--- src/rtl/button_typematic_repeat_assert.svh ---
// assertion macros for the typematic repeat block
`ifndef BUTTON_TYPEMATIC_REPEAT_ASSERT_SVH
`define BUTTON_TYPEMATIC_REPEAT_ASSERT_SVH

// same-cycle implication, checked at every rising clock outside reset
`define BTR_ASSERT_NOW(lbl, ante, cons, msg) \
   lbl: assert property (@(posedge clock) disable iff (reset) (ante) |-> (cons)) \
      else $error(msg);

// next-cycle implication
`define BTR_ASSERT_NEXT(lbl, ante, cons, msg) \
   lbl: assert property (@(posedge clock) disable iff (reset) (ante) |=> (cons)) \
      else $error(msg);

`endif

--- src/rtl/btr_pkg.sv ---
package btr_pkg;

   localparam int unsigned SampleWidth  = 16;
   localparam int unsigned CountWidth   = 18;
   localparam int unsigned DelayWidth   = 16;
   localparam int unsigned ButtonWidth  = 4;
   localparam int unsigned ReqDataWidth = 56;
   localparam int unsigned RspDataWidth = 64;

   localparam logic [DelayWidth-1:0] DefaultDelay = 16'd200;
   localparam logic [CountWidth-1:0] DefaultCount = 18'd200;

   typedef enum logic {
      OP_POLL  = 1'b0,
      OP_DELAY = 1'b1
   } op_type;

   // packed with the first field in the highest bits
   typedef struct packed {
      logic [2:0]             pad;
      logic [DelayWidth-1:0]  delay_value;
      logic [ButtonWidth-1:0] delay_button;
      logic                   freeze_baseline;
      logic [15:0]            elapsed_ms;
      logic [SampleWidth-1:0] pressed_buttons;
   } req_data_type;

   typedef struct packed {
      logic [SampleWidth-1:0] held_buttons;
      logic [SampleWidth-1:0] key_off_events;
      logic [SampleWidth-1:0] key_on_events;
      logic [SampleWidth-1:0] repeat_events;
   } rsp_data_type;

endpackage

--- src/rtl/button_typematic_repeat.sv ---
// results are registered: a taken request's result goes to the output register, or to the skid register while stalled
// throughput: one request beat per cycle while the skid register is empty, a two-deep result buffer absorbs one stall
// all lane counters and edge logic sit between the state registers and the result register
// reset (synchronous, active high): samples, baseline and freeze cleared,
// every delay and countdown set to 200 ms, no result pending
`include "button_typematic_repeat_assert.svh"

module button_typematic_repeat #(
   parameter int NUM_BUTTONS = 16
) (
   input  logic                               clock,
   input  logic                               reset,
   input  logic                               req_tvalid,
   output logic                               req_tready,
   // pressed_buttons, elapsed_ms, freeze_baseline, delay_button, delay_value, zero pad
   input  logic [btr_pkg::ReqDataWidth-1:0]   req_tdata,
   // op
   input  logic                               req_tuser,
   output logic                               rsp_tvalid,
   input  logic                               rsp_tready,
   // repeat_events, key_on_events, key_off_events, held_buttons
   output logic [btr_pkg::RspDataWidth-1:0]   rsp_tdata
);
   import btr_pkg::*;

   localparam int NumLanes = (NUM_BUTTONS < int'(SampleWidth)) ? NUM_BUTTONS
                                                                : int'(SampleWidth);

   req_data_type           req;
   op_type                 op;
   logic                   req_take;
   rsp_data_type           result;

   logic [SampleWidth-1:0] current_ff,  current_in;
   logic [SampleWidth-1:0] baseline_ff, baseline_in;
   logic                   frozen_ff,   frozen_in;
   logic [CountWidth-1:0]  count_ff [NumLanes];
   logic [CountWidth-1:0]  count_in [NumLanes];
   logic [DelayWidth-1:0]  delay_ff [NumLanes];
   logic [DelayWidth-1:0]  delay_in [NumLanes];

   logic                   out_valid_ff,  out_valid_in;
   rsp_data_type           out_data_ff,   out_data_in;
   logic                   skid_valid_ff, skid_valid_in;
   rsp_data_type           skid_data_ff,  skid_data_in;

   assign req        = req_data_type'(req_tdata);
   assign op         = op_type'(req_tuser);
   assign req_tready = !skid_valid_ff;
   assign req_take   = req_tvalid && req_tready;
   assign rsp_tvalid = out_valid_ff;
   assign rsp_tdata  = RspDataWidth'(out_data_ff);

   // lane logic
   always_comb begin
      logic [SampleWidth-1:0] sample;
      logic [SampleWidth-1:0] base;
      logic [SampleWidth-1:0] rising;
      logic [SampleWidth-1:0] fired;
      logic [CountWidth-1:0]  first;
      logic [CountWidth-1:0]  elapsed;
      logic [CountWidth-1:0]  dec;

      sample  = '0;
      fired   = '0;
      first   = '0;
      dec     = '0;
      elapsed = CountWidth'(req.elapsed_ms);
      for (int i = 0; i < NumLanes; i++) begin
         sample[i] = req.pressed_buttons[i];
      end
      base   = frozen_ff ? baseline_ff : current_ff;
      rising = sample & ~base;

      current_in  = current_ff;
      baseline_in = baseline_ff;
      frozen_in   = frozen_ff;
      for (int i = 0; i < NumLanes; i++) begin
         count_in[i] = count_ff[i];
         delay_in[i] = delay_ff[i];
      end

      if (req_take && op == OP_DELAY) begin
         for (int i = 0; i < NumLanes; i++) begin
            if (req.delay_button == ButtonWidth'(i)) begin
               delay_in[i] = req.delay_value;
            end
         end
      end else if (req_take) begin
         current_in  = sample;
         baseline_in = base;
         frozen_in   = req.freeze_baseline;
         for (int i = 0; i < NumLanes; i++) begin
            first = {1'b0, delay_ff[i], 1'b0} + CountWidth'(delay_ff[i]);
            if (!sample[i]) begin
               dec = first;
            end else if (count_ff[i] > elapsed) begin
               dec = count_ff[i] - elapsed;
            end else begin
               dec = '0;
            end
            if (rising[i]) begin
               count_in[i] = first;
               fired[i]    = 1'b1;
            end else if (sample[i] && dec == '0) begin
               count_in[i] = CountWidth'(delay_ff[i]);
               fired[i]    = 1'b1;
            end else begin
               count_in[i] = dec;
            end
         end
      end

      if (op == OP_DELAY) begin
         result.repeat_events  = '0;
         result.key_on_events  = '0;
         result.key_off_events = '0;
         result.held_buttons   = current_ff;
      end else begin
         result.repeat_events  = fired;
         result.key_on_events  = rising;
         result.key_off_events = base & ~sample;
         result.held_buttons   = sample;
      end
   end

   // two-deep result buffer
   always_comb begin
      out_valid_in  = out_valid_ff;
      out_data_in   = out_data_ff;
      skid_valid_in = skid_valid_ff;
      skid_data_in  = skid_data_ff;
      if (skid_valid_ff) begin
         if (rsp_tready) begin
            out_data_in   = skid_data_ff;
            skid_valid_in = 1'b0;
         end
      end else if (req_take) begin
         if (!out_valid_ff || rsp_tready) begin
            out_valid_in = 1'b1;
            out_data_in  = result;
         end else begin
            skid_valid_in = 1'b1;
            skid_data_in  = result;
         end
      end else if (rsp_tready) begin
         out_valid_in = 1'b0;
      end
   end

   always_ff @(posedge clock) begin
      if (reset) begin
         current_ff    <= '0;
         baseline_ff   <= '0;
         frozen_ff     <= 1'b0;
         out_valid_ff  <= 1'b0;
         skid_valid_ff <= 1'b0;
         for (int i = 0; i < NumLanes; i++) begin
            count_ff[i] <= DefaultCount;
            delay_ff[i] <= DefaultDelay;
         end
      end else begin
         current_ff    <= current_in;
         baseline_ff   <= baseline_in;
         frozen_ff     <= frozen_in;
         out_valid_ff  <= out_valid_in;
         skid_valid_ff <= skid_valid_in;
         for (int i = 0; i < NumLanes; i++) begin
            count_ff[i] <= count_in[i];
            delay_ff[i] <= delay_in[i];
         end
      end
   end

   always_ff @(posedge clock) begin
      out_data_ff  <= out_data_in;
      skid_data_ff <= skid_data_in;
   end

   `BTR_ASSERT_NOW(a_skid_behind_out, skid_valid_ff, out_valid_ff,
      "skid beat held without an output beat")
   `BTR_ASSERT_NOW(a_on_off_disjoint, out_valid_ff,
      (out_data_ff.key_on_events & out_data_ff.key_off_events) == '0,
      "key-on and key-off set for the same button")
   `BTR_ASSERT_NOW(a_on_fires, out_valid_ff,
      (out_data_ff.key_on_events & ~out_data_ff.repeat_events) == '0,
      "key-on without a fire")
   `BTR_ASSERT_NOW(a_fire_held, out_valid_ff,
      (out_data_ff.repeat_events & ~out_data_ff.held_buttons) == '0,
      "fire on a button not held")
   `BTR_ASSERT_NEXT(a_freeze_follow, req_take && op == OP_POLL,
      frozen_ff == $past(req.freeze_baseline), "freeze flag not taken from poll")

endmodule

--- config.mk ---
export PLATFORM = sky130hd
export DESIGN_NAME = button_typematic_repeat
export DESIGN_NICKNAME = d
export VERILOG_FILES = /design/src/rtl/btr_pkg.sv /design/src/rtl/button_typematic_repeat.sv
export VERILOG_INCLUDE_DIRS = /design/src /design/src/rtl
export SDC_FILE = /design/constraint.sdc
export NUM_CORES = 2
export LEC_CHECK = 0
export BUFFER_PORTS_ARGS = -buffer_cell sky130_fd_sc_hd__buf_2
export CAP_MARGIN = 5
export CORE_ASPECT_RATIO = 0.75
export CORE_MARGIN = 3
export CORE_UTILIZATION = 59
export CTS_BUF_LIST = sky130_fd_sc_hd__clkbuf_2
export DETAILED_ROUTE_END_ITERATION = 10
export PLACE_DENSITY = 0.76
export SETUP_SLACK_MARGIN = 0.2
export SLEW_MARGIN = 20
export SYNTH_ARGS = -nofsm -noshare
export SYNTH_HDL_FRONTEND = slang
export SYNTH_SLANG_ARGS = --single-unit
--- constraint.sdc ---
create_clock -name clock -period 7.6 [get_ports clock]
set_input_delay 2.28 -clock clock [delete_from_list [all_inputs] [get_ports clock]]
set_output_delay 2.28 -clock clock [all_outputs]
set_load 0.05 [all_outputs]
; ---- Word-level counts from Yosys, hierarchy flattened
; Memories as Yosys holds them, arrays and structs flattened.
; Cells that the tools add are included.
[totals]
reg_bits = 163
ramBits = 544
input_bits = 61
out_inout_bits = 66
elab_cells = 360
memories = 2
[op_classes]
add_sub_neg = 32
n_lt_le_gt_ge = 16
n_eq_ne = 17
muxes = 196
bitwise = 39
n_reduce_logical = 45
[mem_list]
columns = memory, depth, word_bits, read_ports, rd_ports_with_merged_regs, wr, line
row1 = count_ff, 16, 18, 16, 0, 16, button_typematic_repeat.sv:37  ; logic [CountWidth-1:0] count_ff [NumLanes];
row2 = delay_ff, 16, 16, 16, 0, 16, button_typematic_repeat.sv:39  ; logic [DelayWidth-1:0] delay_ff [NumLanes];
[ops]
columns = operator, count
row1 = $mux 18, 112
row2 = $mux 288, 2
row3 = $mux 16, 34
row4 = $mux 64, 5
row5 = $add 17x16->18, 16
row6 = $gt 18x16->1, 16
row7 = $logic_not 18->1, 16
row8 = $sub 18x16->18, 16
row9 = $mux 256, 1
row10 = $mux 1, 42
row11 = $and 16x16->16, 2
row12 = $eq 4x4->1 const B, 8
row13 = $not 16->16, 2
row14 = $or 1x1->1, 32
row15 = $logic_and 1x1->1, 18
row16 = $eq 4x3->1 const B, 4
row17 = $reduce_and 3->1, 3
row18 = $eq 4x2->1 const B, 2
row19 = $reduce_bool 2->1, 3
row20 = $eq 4x1->1 const B, 1
row21 = $logic_not 4->1, 1
row22 = $not 1->1, 3
row23 = $logic_not 1->1, 2
row24 = $ne 2x1->1 const B, 1
row25 = 3 further kinds, 3

; ---- Longest topological paths before layout
[depth]
depth_word = 14
mapped_depth = 16
depth_no_buf = 13

; ---- Worst setup path after synthesis
; OpenSTA, ideal clock, no wires.
[synth_timing]
kind = input port to flip-flop
startpoint = input req_tdata[23] (netlist name)
endpoint = memory count_ff[13][11], in the netlist count_ff[1][101]
setup_time_ns = 0.086
arrival_ns = 5.499
t_required_ns = 7.514
setup_slack_ns = 2.015
cell_stages = 13
n_path_buf = 2
cell_sequence = inv_1 ha_1 clkbuf_1 a21o_1 a21o_1 a2111oi_1 a21oi_1 xnor2_1 or4_1 o21ai_2 buf_2 nand3_1 a211oi_1
[synth_lines]
columns = item, line
row1 = "start, declared", button_typematic_repeat.sv:16  ; input logic [btr_pkg::ReqDataWidth-1:0] req_tdata,
row2 = "end, declared", button_typematic_repeat.sv:37

==> metrics list <==
- On the worst path, the slowest cell contributes a delay of 0.56 ns.
* Die Y-Extent: 279.5 µm
- After detailed routing, the average wire length per cell comes to 23.65 µm.
* Crit Path Class: input pin to flip-flop
- Layout cells sized above 1: 8.752%
- Area of the die: 103600 µm²
- Fraction of the yosys area taken by sequential cells: 26.24%
- Once the floorplan was initialized, standard cells occupied 59.96% of the core.
* Crit share post-route: 69.52%
- The largest individual stage delay along the critical path comes from the cell sky130_fd_sc_hd__a21oi_2.
* Commonest register cell after synthesis: sky130_fd_sc_hd__dfxtp_1
- Maximum fanout encountered on the critical timing path: 14
- Global routing consumed, over all layers together, 40.46% of the routing resources.
- For this design the ratio of total power to cell area is 160.6 nW/µm².
- Traced cell by cell, the critical path runs through buf_2, ha_1, fa_1, nand2b_1, a211oi_1, o21a_1, o21ai_0, a22o_1, or4_1, or4_1, a21oi_2, nand3_1, o21ai_0.
- Power comes to 10.02 mW.
- In this run the core area contains 99 standard-cell rows.
- Die span in x: 370.6 µm
- Post-Syn Instances: 7722
- Across all hold checks on the routed design, the worst slack comes to 0.4622 ns.
- Area grow syn2layout: 6.077%
- Number of clock buffers inserted by TritonCTS: 187
- Peak ir drop on the vdd network: 0.1688 mV
- Yosys printed 0 warnings.
- Max-Cap Viols: 0
* Placement Cell Area: 60520 µm²
* Failing checks: design-rule violations
- On the final layout, the worst clock skew is 0.06236 ns.
- The total area inside the core boundary comes to 98100 µm².
- Number of register bits inferred by synthesis: 707
* Util after Layout: 63.61%
- The first detailed-routing pass ran for 11 iterations.
- Post-synthesis cell area: 58830 µm²
* Crit start category: input pin
* CTS H-tree depth: 4
- At the worst endpoint, the required time is 9.21 ns.
- Antenna violations before repair: 14
- Final non-filler cell area: 62400 µm²
- Synth top cells by count: sky130_fd_sc_hd__nand2_1 (1050), sky130_fd_sc_hd__a21oi_1 (809), sky130_fd_sc_hd__dfxtp_1 (579), sky130_fd_sc_hd__o21ai_0 (574), sky130_fd_sc_hd__nor2_1 (566)
- The most common cell in the synthesized netlist is sky130_fd_sc_hd__nand2_1.
- Syn_area_per_cell: 7.618 µm²
- The final hold violation count was 0.
* Post-route antenna net violation count: 0
- Clock-pin slew was measured on the worst setup and hold paths at 0.10 ns.
- Slew of the pin with the lowest slew margin: 1.245 ns
- The clock net in this run drives a total of 707 sinks.
- The detailed router placed 62300 vias in this run.
- At the placement stage, the worst setup path has a slack of 0.7270 ns.
- Counting every net in the synthesized netlist gives 8343.
- In the final timing run, aggregate negative setup slack is 0 ns.
- The clock passes through at most 3 buffers.
* Final weighted congestion of routability-driven global placement: 0.9863
* Cell type with the highest aggregate area in the netlist: sky130_fd_sc_hd__dfxtp_1
- For the finished layout, the period the worst path requires is 5.283 ns.
- The synthesized design contains 128 enable-type register cells.
- Final wirelength: 218200 µm
* Maximum number of pins on one net before global-route repair: 186
- The first global-routing pass estimated 329200 µm of wire.
* Post-route DRC violation count: 1
- Initial DRC Count: 7645
* Clk Latency, worst-skew pair: 1.71 ns
- CTS Hold Buffers Added: 0
- Type of destination of the critical path: flip-flop
* Area share of the largest cell type after synthesis: 19.70%
- The count of cells in the finished layout, fillers not included, comes to 9226.
- Setup slack on the critical path of the routed design comes to 2.317 ns.
* # setup viols final: 0
* RSZ-0062 raised after global routing: false
- Result of the run: finished, violations left
* Leakage power: 25.03 nW
- Data on the critical path arrives at its endpoint at 6.89 ns.
* Detailed-placement wirelength estimate: 150100 µm
- The via count of the first global-routing pass came to 56830.
- Setup repair bufs after CTS: 0
- Min-Delay Path Class: flip-flop to flip-flop
* Count of buffers inserted at the top-level ports: 123
- Final global-route overflow total: 0
* Number of ports placed on the die boundary: 127
* CTS-repair resized insts: 0
- After detailed routing, the number of vias per cell comes to 6.753.
* Root buffer selected by CTS: sky130_fd_sc_hd__clkbuf_2
* Worst slew slack as a fraction of its limit: 17.03%
- Ranked by total cell area, the synthesized netlist is headed by sky130_fd_sc_hd__dfxtp_1 (20%), sky130_fd_sc_hd__ha_1 (11%), sky130_fd_sc_hd__a21oi_1 (6.9%).
- Async SR Flop Fraction: 0%
- After the last flow step, the layout net total stands at 8362.
- Max-slew violation total from the final report: 0
- Max Clock Freq: 189.3 MHz
- Counting distinct cell types in the post-synthesis netlist gives 97.
- Including well taps, the total number of placed cells is 8865.
- TritonCTS built the clock tree.
==> sequential cells by signal, indices dropped and copies added, names as in the netlist <==
name,flops
baseline_ff,16
rsp_tdata,64
skid_data_ff,64
count_ff,288
frozen_ff,1
delay_ff,256
current_ff,16
skid_valid_ff,1
rsp_tvalid,1
==> worst paths after layout <==
path                                       from         endpoint  slack [ns]  depth (start not counted)
worst max-delay path              req_tdata[16]  count_ff[0][94]        2.32                         13
worst min-delay path             baseline_ff[3]   baseline_ff[3]        0.46                          2
worst max register to register  count_ff[0][90]  count_ff[0][94]        3.19                         13
worst min register to register   baseline_ff[3]   baseline_ff[3]        0.46                          2
==> layout make-up <==
| type | count | area [µm²] |
|---|---|---|
| diodes | 18 | 45.04 |
| repair buffers | 213 | 1429 |
| multi-input cells | 6370 | 41050 |
| well taps | 1313 | 1643 |
| clock inverters | 70 | 444.2 |
| inverters | 262 | 989.7 |
| fillers | 8882 | 35700 |
| flip-flops and latches | 707 | 15440 |
| clock buffers | 273 | 1366 |
==> cell families (layout without fill, tap and decap cells) <==
logic type | count (synthesis) | after routing | share of synthesized area [%]
compound gates | 2689 | 2689 | 29.50
xor+xnor | 353 | 353 | 5.256
fa+ha+maj | 560 | 560 | 12.32
buf+inv | 645 | 818 | 4.169
flops | 707 | 707 | 26.24
mux | 76 | 76 | 1.383
other cells | 0 | 18 | 0
simple gates | 2692 | 2692 | 21.13
==> power by group <==
group | total [mW] | switching (mW) | internal [mW] | leakage, nW
sequential | 4.08 | 0.115 | 3.97 | 5.94
combinational | 2.91 | 1.97 | 0.944 | 17.7
clock | 3.03 | 1.85 | 1.18 | 1.35
total | 10.0 | 3.93 | 6.09 | 25.0
==> routing by layer <==
layer  up-vias  GRT usage (%)  routed length [µm]
met4        10          20.03               11200
met1     29120          55.50               90270
met5         -              0                  77
li1      28790              -                   -
met3       627          11.35               28340
met2      3753          58.17               88340
==> worst max-delay path, delay by kind of cell <==
| kind | cells | cell delay, ns |
|---|---|---|
| adders and majority gates | 2 | 0.85 |
| AOI/OAI and AO/OA | 6 | 1.91 |
| and+or+nand+nor | 4 | 1.40 |
| buffers and inverters | 1 | 0.43 |
==> placed cells by master, fill, tap and decap left out, types with 32 or more instances in the layout <==
cell type,Yosys,routed
sky130_fd_sc_hd__a211oi_1,119,119
sky130_fd_sc_hd__a21o_1,150,150
sky130_fd_sc_hd__a21oi_1,809,809
sky130_fd_sc_hd__a221oi_1,53,53
sky130_fd_sc_hd__a31oi_1,123,123
sky130_fd_sc_hd__and2_1,52,52
sky130_fd_sc_hd__and3_1,58,57
sky130_fd_sc_hd__buf_2,19,121
sky130_fd_sc_hd__buf_4,0,81
sky130_fd_sc_hd__clkbuf_2,0,273
sky130_fd_sc_hd__clkinv_1,4,50
sky130_fd_sc_hd__dfxtp_1,579,577
sky130_fd_sc_hd__edfxtp_1,128,128
sky130_fd_sc_hd__fa_1,32,32
sky130_fd_sc_hd__ha_1,528,528
sky130_fd_sc_hd__inv_1,257,242
sky130_fd_sc_hd__mux2_2,42,42
sky130_fd_sc_hd__mux2i_1,34,34
sky130_fd_sc_hd__nand2_1,1050,1048
sky130_fd_sc_hd__nand2b_1,81,80
sky130_fd_sc_hd__nand3_1,264,264
sky130_fd_sc_hd__nand4_1,80,80
sky130_fd_sc_hd__nor2_1,566,557
sky130_fd_sc_hd__nor2b_1,88,88
sky130_fd_sc_hd__nor3_1,208,205
sky130_fd_sc_hd__nor4_1,38,38
sky130_fd_sc_hd__o211ai_1,78,78
sky130_fd_sc_hd__o21a_1,120,120
sky130_fd_sc_hd__o21ai_0,574,574
sky130_fd_sc_hd__o21bai_1,46,46
sky130_fd_sc_hd__o221ai_1,44,44
sky130_fd_sc_hd__o22ai_1,39,39
sky130_fd_sc_hd__o31a_1,42,42
sky130_fd_sc_hd__o31ai_1,71,70
sky130_fd_sc_hd__or2_2,41,41
sky130_fd_sc_hd__or3_1,62,62
sky130_fd_sc_hd__xnor2_1,206,206
sky130_fd_sc_hd__xor2_1,147,147
(Power assumes the default switching activity.)
